File: config.mk
export PLATFORM = sky130hd
export DESIGN_NAME = button_debounce_chord_detector
export DESIGN_NICKNAME = d
export VERILOG_FILES = /design/src/design/bdc_pkg.sv /design/src/design/button_debounce_chord_detector.sv
export SDC_FILE = /design/constraint.sdc
export NUM_CORES = 2
export LEC_CHECK = 0
export BUFFER_PORTS_ARGS = -buffer_cell sky130_fd_sc_hd__buf_4
export CAP_MARGIN = 20
export CORE_MARGIN = 2
export CORE_UTILIZATION = 59
export CTS_CLUSTER_SIZE = 14
export DETAILED_ROUTE_END_ITERATION = 10
export HOLD_SLACK_MARGIN = 0.05
export MAX_ROUTING_LAYER = met4
export PLACE_DENSITY = 0.79
export SYNTH_ARGS = -nofsm -noshare
export SYNTH_HDL_FRONTEND = slang
export SYNTH_SLANG_ARGS = --single-unit
File: constraint.sdc
create_clock -name clk -period 13 [get_ports clk]
set_clock_uncertainty 0.05 [all_clocks]
set_input_delay 2.6 -clock clk [delete_from_list [all_inputs] [get_ports clk]]
set_output_delay 2.6 -clock clk [all_outputs]
set_load 0.01 [all_outputs]
File: src/design/bdc_pkg.sv
// Types and constants of the button debounce and chord detector.
`timescale 1ns / 1ps

package bdc_pkg;

  localparam int NUM_BUTTONS = 4;
  localparam int BTN_IDX_W   = $clog2(NUM_BUTTONS);
  localparam int CFG_TIME_W  = 16;
  localparam int NOW_W       = 32;
  localparam int CFG_IDX_W   = 3;

  typedef logic [NUM_BUTTONS-1:0] btn_mask_t;
  typedef logic [BTN_IDX_W-1:0]   btn_idx_t;
  typedef logic [CFG_TIME_W-1:0]  cfg_time_t;

  typedef enum logic [1:0] {
    OP_POLL        = 2'd0,
    OP_RESYNC_ALL  = 2'd1,
    OP_RESYNC_LAST = 2'd2
  } opcode_t;

  typedef enum logic [2:0] {
    EV_NONE      = 3'd0,
    EV_BUTTON    = 3'd1,
    EV_HOLD      = 3'd2,
    EV_BACKSLASH = 3'd3,
    EV_SLASH     = 3'd4
  } event_kind_t;

  typedef logic [CFG_IDX_W-1:0] cfg_idx_t;

  localparam cfg_idx_t REG_DEBOUNCE   = 3'd0;
  localparam cfg_idx_t REG_LONG_PRESS = 3'd1;
  localparam cfg_idx_t REG_CHORD_HOLD = 3'd2;
  localparam cfg_idx_t REG_BACKSLASH  = 3'd3;
  localparam cfg_idx_t REG_SLASH      = 3'd4;

  localparam cfg_time_t DEBOUNCE_RST   = 16'd30;
  localparam cfg_time_t LONG_PRESS_RST = 16'd800;
  localparam cfg_time_t CHORD_HOLD_RST = 16'd1000;
  localparam btn_mask_t BACKSLASH_RST  = 4'd10;
  localparam btn_mask_t SLASH_RST      = 4'd5;

  localparam btn_idx_t LAST_BUTTON = BTN_IDX_W'(NUM_BUTTONS - 1);

endpackage

File: src/design/button_debounce_chord_detector.sv
// Top level of the four-button debouncer with long-press and chord detection.
//
//   channel | direction | tdata / data                        | tuser
//   in_     | slave     | now_ms[31:0], pressed_bits[35:32]    | opcode[1:0]
//   out_    | master    | button_number, long, stable, service | event_kind[2:0]
//   cfg_    | slave     | cfg_index selects, cfg_data[15:0]    | -
//
// One item per cycle sustained while out_tready stays high. An in_ transfer goes
// into the input register, then through one pass of debounce, chord and pending
// logic into the result register. All state updates happen in that single pass.
// Synchronous active-low reset clears the block state and valid flags and loads the register defaults.
// out_tready low holds the result register; the input register still takes one
// item, after which in_tready drops until the result is taken. cfg_ready is always high.
`timescale 1ns / 1ps

module button_debounce_chord_detector #(
  parameter int TIME_BITS = 32
) (
  input  logic                         clk,
  input  logic                         rst_n,
  input  logic                         in_tvalid,
  output logic                         in_tready,
  input  logic [39:0]                  in_tdata,   // now_ms, pressed_bits, zero fill
  input  logic [1:0]                   in_tuser,   // opcode
  output logic                         out_tvalid,
  input  logic                         out_tready,
  output logic [7:0]                   out_tdata,  // button_number, long_flag, stable_bits,
                                                   // service_needed
  output logic [2:0]                   out_tuser,  // event_kind
  input  logic                         cfg_valid,
  output logic                         cfg_ready,
  input  logic [bdc_pkg::CFG_IDX_W-1:0] cfg_index,
  input  logic [bdc_pkg::CFG_TIME_W-1:0] cfg_data
);

  localparam int NB = bdc_pkg::NUM_BUTTONS;

  typedef logic [TIME_BITS-1:0] tm_t;

  // configuration
  bdc_pkg::cfg_time_t debounce_r, long_press_r, chord_hold_r;
  bdc_pkg::btn_mask_t backslash_r, slash_r;

  // input register
  logic                s1_valid_r;
  bdc_pkg::opcode_t    s1_op_r;
  tm_t                 s1_now_r;
  bdc_pkg::btn_mask_t  s1_bits_r;
  logic                s1_adv;

  // block state
  bdc_pkg::btn_mask_t  raw_r, raw_nxt, stable_r, stable_nxt;
  tm_t                 change_time_r [NB];
  tm_t                 change_time_nxt [NB];
  tm_t                 press_time_r [NB];
  tm_t                 press_time_nxt [NB];
  bdc_pkg::btn_mask_t  pend_rel_r, pend_rel_nxt, pend_long_r, pend_long_nxt;
  bdc_pkg::btn_mask_t  active_r, active_nxt, suppress_r, suppress_nxt;
  tm_t                 chord_start_r, chord_start_nxt;
  logic                hold_rep_r, hold_rep_nxt;

  // result
  bdc_pkg::event_kind_t kind;
  bdc_pkg::btn_idx_t    num;
  logic                 lng;
  logic                 svc;

  logic                 out_valid_r;
  bdc_pkg::event_kind_t out_kind_r;
  bdc_pkg::btn_idx_t    out_num_r;
  logic                 out_long_r;
  bdc_pkg::btn_mask_t   out_stable_r;
  logic                 out_svc_r;

  function automatic bdc_pkg::btn_idx_t lowest_set(input bdc_pkg::btn_mask_t m);
    bdc_pkg::btn_idx_t idx;
    idx = '0;
    for (int i = NB - 1; i >= 0; i--) begin
      if (m[i]) begin
        idx = bdc_pkg::BTN_IDX_W'(i);
      end
    end
    return idx;
  endfunction

  assign cfg_ready = 1'b1;

  always_ff @(posedge clk) begin
    if (!rst_n) begin
      debounce_r   <= bdc_pkg::DEBOUNCE_RST;
      long_press_r <= bdc_pkg::LONG_PRESS_RST;
      chord_hold_r <= bdc_pkg::CHORD_HOLD_RST;
      backslash_r  <= bdc_pkg::BACKSLASH_RST;
      slash_r      <= bdc_pkg::SLASH_RST;
    end else if (cfg_valid) begin
      case (cfg_index)
        bdc_pkg::REG_DEBOUNCE:   debounce_r   <= cfg_data;
        bdc_pkg::REG_LONG_PRESS: long_press_r <= cfg_data;
        bdc_pkg::REG_CHORD_HOLD: chord_hold_r <= cfg_data;
        bdc_pkg::REG_BACKSLASH:  backslash_r  <= cfg_data[NB-1:0];
        bdc_pkg::REG_SLASH:      slash_r      <= cfg_data[NB-1:0];
        default: ;
      endcase
    end
  end

  assign s1_adv    = s1_valid_r && (!out_valid_r || out_tready);
  assign in_tready = !s1_valid_r || s1_adv;

  always_ff @(posedge clk) begin
    if (!rst_n) begin
      s1_valid_r <= 1'b0;
    end else if (in_tready) begin
      s1_valid_r <= in_tvalid;
    end
  end

  always_ff @(posedge clk) begin
    if (in_tvalid && in_tready) begin
      s1_op_r   <= bdc_pkg::opcode_t'(in_tuser);
      s1_now_r  <= in_tdata[TIME_BITS-1:0];
      s1_bits_r <= in_tdata[bdc_pkg::NOW_W +: NB];
    end
  end

  always_comb begin
    bdc_pkg::btn_mask_t released, released_long, suppressed, sm;
    tm_t                 dt;
    tm_t                 chord_dt;
    logic                p;
    raw_nxt         = raw_r;
    stable_nxt      = stable_r;
    change_time_nxt = change_time_r;
    press_time_nxt  = press_time_r;
    pend_rel_nxt    = pend_rel_r;
    pend_long_nxt   = pend_long_r;
    active_nxt      = active_r;
    suppress_nxt    = suppress_r;
    chord_start_nxt = chord_start_r;
    hold_rep_nxt    = hold_rep_r;
    kind            = bdc_pkg::EV_NONE;
    num             = '0;
    lng             = 1'b0;
    released        = '0;
    released_long   = '0;
    suppressed      = '0;
    sm              = '0;
    dt              = '0;
    chord_dt        = '0;
    p               = 1'b0;
    case (s1_op_r)
      bdc_pkg::OP_POLL: begin
        if (|pend_rel_r) begin
          num                = lowest_set(pend_rel_r);
          kind               = bdc_pkg::EV_BUTTON;
          lng                = pend_long_r[num];
          pend_rel_nxt[num]  = 1'b0;
          pend_long_nxt[num] = 1'b0;
        end else begin
          for (int i = 0; i < NB; i++) begin
            p  = s1_bits_r[i];
            dt = s1_now_r - change_time_r[i];
            if (p != raw_r[i]) begin
              raw_nxt[i]         = p;
              change_time_nxt[i] = s1_now_r;
              dt                 = '0;
            end
            if (p != stable_r[i] && dt >= TIME_BITS'(debounce_r)) begin
              stable_nxt[i] = p;
              if (p) begin
                press_time_nxt[i] = s1_now_r;
              end else begin
                released[i]      = 1'b1;
                released_long[i] = (s1_now_r - press_time_r[i]) >= TIME_BITS'(long_press_r);
              end
            end
          end
          sm = stable_nxt;
          if (active_r == '0) begin
            if ((sm & backslash_r) == backslash_r) begin
              active_nxt = backslash_r;
            end else if ((sm & slash_r) == slash_r) begin
              active_nxt = slash_r;
            end
            if (active_nxt != '0) begin
              suppress_nxt    = active_nxt;
              chord_start_nxt = s1_now_r;
              hold_rep_nxt    = 1'b0;
            end
          end
          chord_dt = s1_now_r - chord_start_nxt;
          if (active_nxt != '0 && !hold_rep_nxt && chord_dt >= TIME_BITS'(chord_hold_r)) begin
            hold_rep_nxt = 1'b1;
            kind         = bdc_pkg::EV_HOLD;
          end
          suppressed = suppress_nxt;
          if (active_nxt != '0 && (sm & active_nxt) == '0) begin
            kind = (active_nxt == backslash_r) ? bdc_pkg::EV_BACKSLASH : bdc_pkg::EV_SLASH;
            lng          = chord_dt >= TIME_BITS'(chord_hold_r);
            active_nxt   = '0;
            suppress_nxt = '0;
          end
          pend_rel_nxt  = released & ~suppressed;
          pend_long_nxt = pend_long_r | (released_long & ~suppressed);
          if (kind == bdc_pkg::EV_NONE && |pend_rel_nxt) begin
            num                = lowest_set(pend_rel_nxt);
            kind               = bdc_pkg::EV_BUTTON;
            lng                = pend_long_nxt[num];
            pend_rel_nxt[num]  = 1'b0;
            pend_long_nxt[num] = 1'b0;
          end
        end
      end
      bdc_pkg::OP_RESYNC_ALL: begin
        raw_nxt    = s1_bits_r;
        stable_nxt = s1_bits_r;
        for (int i = 0; i < NB; i++) begin
          change_time_nxt[i] = s1_now_r;
          press_time_nxt[i]  = s1_now_r;
        end
      end
      bdc_pkg::OP_RESYNC_LAST: begin
        raw_nxt[bdc_pkg::LAST_BUTTON]         = s1_bits_r[bdc_pkg::LAST_BUTTON];
        stable_nxt[bdc_pkg::LAST_BUTTON]      = s1_bits_r[bdc_pkg::LAST_BUTTON];
        change_time_nxt[bdc_pkg::LAST_BUTTON] = s1_now_r;
        press_time_nxt[bdc_pkg::LAST_BUTTON]  = s1_now_r;
      end
      default: ;
    endcase
    svc = (active_nxt != '0) || (pend_rel_nxt != '0) || (pend_long_nxt != '0) ||
          (raw_nxt != '0) || (stable_nxt != '0);
  end

  always_ff @(posedge clk) begin
    if (!rst_n) begin
      raw_r         <= '0;
      stable_r      <= '0;
      pend_rel_r    <= '0;
      pend_long_r   <= '0;
      active_r      <= '0;
      suppress_r    <= '0;
      chord_start_r <= '0;
      hold_rep_r    <= 1'b0;
      for (int i = 0; i < NB; i++) begin
        change_time_r[i] <= '0;
        press_time_r[i]  <= '0;
      end
    end else if (s1_adv) begin
      raw_r         <= raw_nxt;
      stable_r      <= stable_nxt;
      pend_rel_r    <= pend_rel_nxt;
      pend_long_r   <= pend_long_nxt;
      active_r      <= active_nxt;
      suppress_r    <= suppress_nxt;
      chord_start_r <= chord_start_nxt;
      hold_rep_r    <= hold_rep_nxt;
      change_time_r <= change_time_nxt;
      press_time_r  <= press_time_nxt;
    end
  end

  always_ff @(posedge clk) begin
    if (!rst_n) begin
      out_valid_r <= 1'b0;
    end else if (s1_adv) begin
      out_valid_r <= 1'b1;
    end else if (out_tready) begin
      out_valid_r <= 1'b0;
    end
  end

  always_ff @(posedge clk) begin
    if (s1_adv) begin
      out_kind_r   <= kind;
      out_num_r    <= num;
      out_long_r   <= lng;
      out_stable_r <= stable_nxt;
      out_svc_r    <= svc;
    end
  end

  assign out_tvalid = out_valid_r;
  assign out_tuser  = out_kind_r;
  assign out_tdata  = {out_svc_r, out_stable_r, out_long_r, out_num_r};

endmodule

Word level (Yosys, flattened, before mapping):

Index checks and enable logic that the tools add are counted.

* bitwise logic cells: 15
* muxes and demuxes: 150
* equality and inequality tests: 30
* reductions and logical operators: 54
* $lt $le $gt $ge: 13
* $add $sub $neg: 9

Operators with widths (count)
* $mux 32: 28
* $pmux 96 s2: 2
* $ge 32x16->1: 9
* $sub 32x32->32: 9
* $mux 128: 2
* $pmux 32 s2: 2
* $mux 4: 24
* $mux 1: 64
* $and 4x4->4: 9
* $mux 2: 16
* $reduce_bool 4->1: 7
* $ne 2x2->1 const B: 13
* $reduce_and 5->1: 4
* $reduce_and 4->1: 4
* $eq 4x4->1: 3
* $logic_and 1x1->1: 12
* $mux 3: 4
* $not 4->4: 3
* $pmux 3 s2: 2
* $reduce_and 2->1: 5
* $logic_not 4->1: 2
* $ne 1x1->1: 8
* $reduce_or 4->1: 2
* $eq 3x2->1 const B: 2
* other kinds (19): 35

* bits of input ports: 66
* word-level logic and storage cells: 303
* flip-flop bits (word level): 420
* output and inout port bits: 14

Depth between registers and ports, before layout:

* word-level depth: 47
* mapped depth: 65

Least setup slack after synthesis:

Ideal clock, no wire load.

* path kind: register to register
* start: register s1_now_r[1]
* end: register out_svc_r (data pin)
* setup time: 0.261 ns
* period minus slack after synthesis: 12.790 ns
* data arrival time: 12.478 ns
* path buffers: 2
* path slack: 0.210 ns
* required time: 12.689 ns
* cell stages (with the launch flop): 63
* path through: edfxtp_1 inv_1 fa_1 nand2b_1 a21oi_1 o21a_1 o21ai_0 nand2b_1 nand3_1 a21boi_0 o21ai_0 nand2b_1 a31o_2 xnor2_1 nor2_1 ha_1 a211o_1 o32a_1 [... 27 more ...] xnor2_1 ha_1 a21oi_1 nor2b_1 a2111oi_0 o221ai_1 nor4_1 o2111ai_1 nor3_1 o211a_1 o221ai_1 a2111oi_0 nand4_1 nor4_2 a21oi_2 or4_1 nand3_1 nand3b_1

* cells in the longest elaborated chain, start to end: 44
* elaborated cells between the ends (all ways): 154
* classes of those cells: 9 x add/sub; 11 x order compare; 3 x eq/ne; 98 x mux; 10 x bitwise; 23 x reduce/logical

RTL lines
* from (decl): line button_debounce_chord_detector.sv:47 `tm_t s1_now_r;`
* from (signal assigned): line button_debounce_chord_detector.sv:121 `s1_now_r <= in_tdata[TIME_BITS-1:0];`
* branches (longest 43 deep; another with $sub 32x32->32)
* $logic_or 1x1->1 *: line button_debounce_chord_detector.sv:231 `(raw_nxt != '0) || (stable_nxt != '0);`
* via svc: line button_debounce_chord_detector.sv:66 `logic svc;`
* to (signal assigned): line button_debounce_chord_detector.sv:278 `out_svc_r <= svc;`
* to (decl): line button_debounce_chord_detector.sv:73 `logic out_svc_r;`

Mark *: on every way through the listed nets, which the timed path passes. The select of a mux whose other input is x is not followed.
A chain may end at the register's enable or synchronous reset.

Worst setup path in the final report:

* start: register s1_now_r[12]
* end: register out_svc_r (data pin)

The elaborated chain is that of the path after synthesis.

==> flow_summary.toml <==
[run_status]
outcome = "completed"

[place]
post-place-cells = 5520
io_buffers = 74
postPlaceCellArea_mm2 = 0.0374
globalplace.congestion = 0.988
dp_hpwl_um = 80300

[logic_synthesis]
ys_ff_latch = 420
synth_seq_area_share_pct = 24.8
synth_edf_count = 49
synth_ff_type = "dfxtp_1"
synth_top_cells_by_area = "dfxtp_1 (21%), ha_1 (15%), a21oi_1 (6.7%)"
avgSynthCellArea_um2 = 7.51
syn-num-nets = 5271
yosysWarnings = 0
synth_cell_type_count = 101
synth.most_common_cell = "nand2_1"
synth_commonest_cells = "nand2_1 (577), nor2_1 (506), a21oi_1 (481)"
synth_top_cell_area_share_pct = 20.7
synth_area_mm2 = 0.0359
synth_cells = 4773
async_flop_share_pct = 0
synth_top_area_cell = "dfxtp_1"

[pwr]
p_int_mw = 2.86
switchingPower_mw = 1.53
sequentialPowerShare_pct = 32.0
p_leak_nw = 16.2
clockPowerShare_pct = 34.3
combPwrFrac_pct = 33.7
swShare_pct = 34.8
ir_drop_uv = 100
power.density_mw_per_mm2 = 111

[clock_network]
postCtsHoldBufs = 0
h-tree-depth = 2
clkTransAtPathRegs_ns = 0.06
cts_tree = "done"
cts_buffers = 50
root_buffer = "clkbuf_16"
clk_latency_ns = 0.61
clock-sinks = 420
clockBufferDepth = 3

[flow_run]
cap_violations = 0

[floorplanning]
die_area_mm2 = 0.0628
core_mm2 = 0.0602
io_pins = 80
die_x_um = 251
initial_core_util_pct = 59.5
num_rows = 90
die_h_um = 251

[timing]
drv_slew = 0
tns_ns = 0
hold_viol = 0
fin_crit_sh_pct = 97.3
max_freq_mhz = 79.1
worst_pin_slew_ns = 1.13
setup_viol = 0
maxSlewHeadroom_pct = 24.8
fin_crit_ns = 12.65

[layout]
final_cell_area_mm2 = 0.0397
fin_cells = 5633
layout.nets = 5307
layout-drive-gt1-share_pct = 8.47
area_delta_synth_final_pct = 10.7

[setup_path]
critical_path_arrival_ns = 12.93
crit_path_start_kind = "flip-flop"
cp_common_cell = "a21o_1"
max_stage_delay_ns = 0.62
cp_max_fo = 6
critPathCaptureType = "flip-flop"
required_ns = 13.29
cp_slowest_cell = "edfxtp_1"
crit_type = "flip-flop to flip-flop"

[drt]
drt-total-wl_um = 108000
first_pass_iters = 7
vias = 34524
antenna_left = 0
wl_per_cell_um = 19.2
drc = 0
vias_per_cell = 6.13
drtIter0Drc = 2695

[grt]
grt_max_degree = 107
grt_pass1_wl_um = 169000
grtUsageTotal_pct = 34.3
grt_pass1_vias = 32179
grt.overflow.total = 0
antenna_found_initial = 1

[min_path]
min_path_type = "flip-flop to flip-flop"
[timing repair]
item | CTS | global route
gates resized for setup | 5 | 74
endpoints found under the setup margin | 14 | 15
setup buffers | 0 | 17
pin swaps | 0 | 53
[logic make-up after synthesis]
kind of cell	share of synthesized area, %
mux	5.39
flops	24.8
compound gates	22.9
buf+inv	6.50
xor+xnor	4.18
simple gates	21.0
fa+ha+maj	15.3
other cells	0.0105
[cells in the final DEF, fill, tap and decap left out, types with 27 or more instances in the layout]
cell type,synthesis,final
o211ai_1,51,51
a211oi_1,66,66
a21o_1,118,117
nor3_1,86,84
clkbuf_16,0,52
nor2_1,506,501
nand2b_1,69,68
dfxtp_1,371,371
nand4_1,62,62
a21oi_1,481,468
inv_1,397,395
nand3_1,77,74
nor4_1,28,27
or3_1,32,32
o21ai_0,227,218
xnor2_1,104,103
buf_4,3,193
edfxtp_1,49,49
o21a_1,48,48
nand2_1,577,575
nor2b_1,65,64
ha_1,423,419
xor2_1,67,67
o21bai_1,37,36
mux2i_1,183,183
[state kept, by name (all words and copies together) (netlist names), 16 cells and up]
register	flops
s1_now_r	32
debounce_r	16
change_time_r	128
press_time_r	128
chord_start_r	32
chord_hold_r	16
long_press_r	16
[stage by stage]
step	hold slack, ns	utilization, %	power, mW	worst slack [ns]
after detailed placement	0.396	62.2	2.82	-0.186
after floorplan	0.386	-	2.44	0.210
after CTS	0.404	65.1	4.33	0.00388
after global routing	0.415	65.9	4.62	-0.233
final	0.402	65.9	4.39	0.351
after global placement	0.391	62.2	2.80	0.110
[worst paths after layout]
path	startpoint	endpoint	slack, ns	cells past startpoint
setup / recovery	s1_now_r[12]$_DFFE_PP_	out_svc_r$_DFFE_PP_	0.35	57
hold / removal	change_time_r[86]$_SDFFE_PN0P_	change_time_r[86]$_SDFFE_PN0P_	0.40	2
setup reg to reg	s1_now_r[12]$_DFFE_PP_	out_svc_r$_DFFE_PP_	0.35	57
hold reg to reg	change_time_r[86]$_SDFFE_PN0P_	change_time_r[86]$_SDFFE_PN0P_	0.40	2
[power groups by stage]
stage	logic, mW	registers, mW	clock network (mW)
CTS	1.40	1.40	1.52
finish	1.48	1.40	1.51
floorplan	1.02	1.42	0
detailed placement	1.39	1.43	0
global route	1.64	1.41	1.57
global placement	1.37	1.43	0
[per-layer routing]
metal | global-route usage (%) | wire length (um) | vias to the layer above
met2 | 56.3 | 50300 | 1138
met4 | 19.1 | 6510 | 0
met1 | 41.1 | 44900 | 16174
met3 | 3.95 | 6530 | 311
met5 | - | 0 | -
li1 | - | - | 16901
[critical path, delay by kind of cell (launching register included)]
kind                     cells  cell delay (ns)
buffers and inverters        2             0.25
adder cells (fa/ha/maj)      5             1.64
AND/OR/NAND/NOR             22             4.60
flip-flops                   1             0.62
AO/OA/AOI/OAI               26             4.95
XOR/XNOR                     2             0.25
[area by class of cell]
class	instances	area, um2
fill	5195	20600
antenna	1	2.50
clock buffer	66	1440
clock inverter	27	305
multi-input combinational	3737	25000
timing repair buffer	201	1590
sequential	420	8900
tap	782	978
inverter	399	1510
No activity file was read; power rests on OpenSTA's default activity.
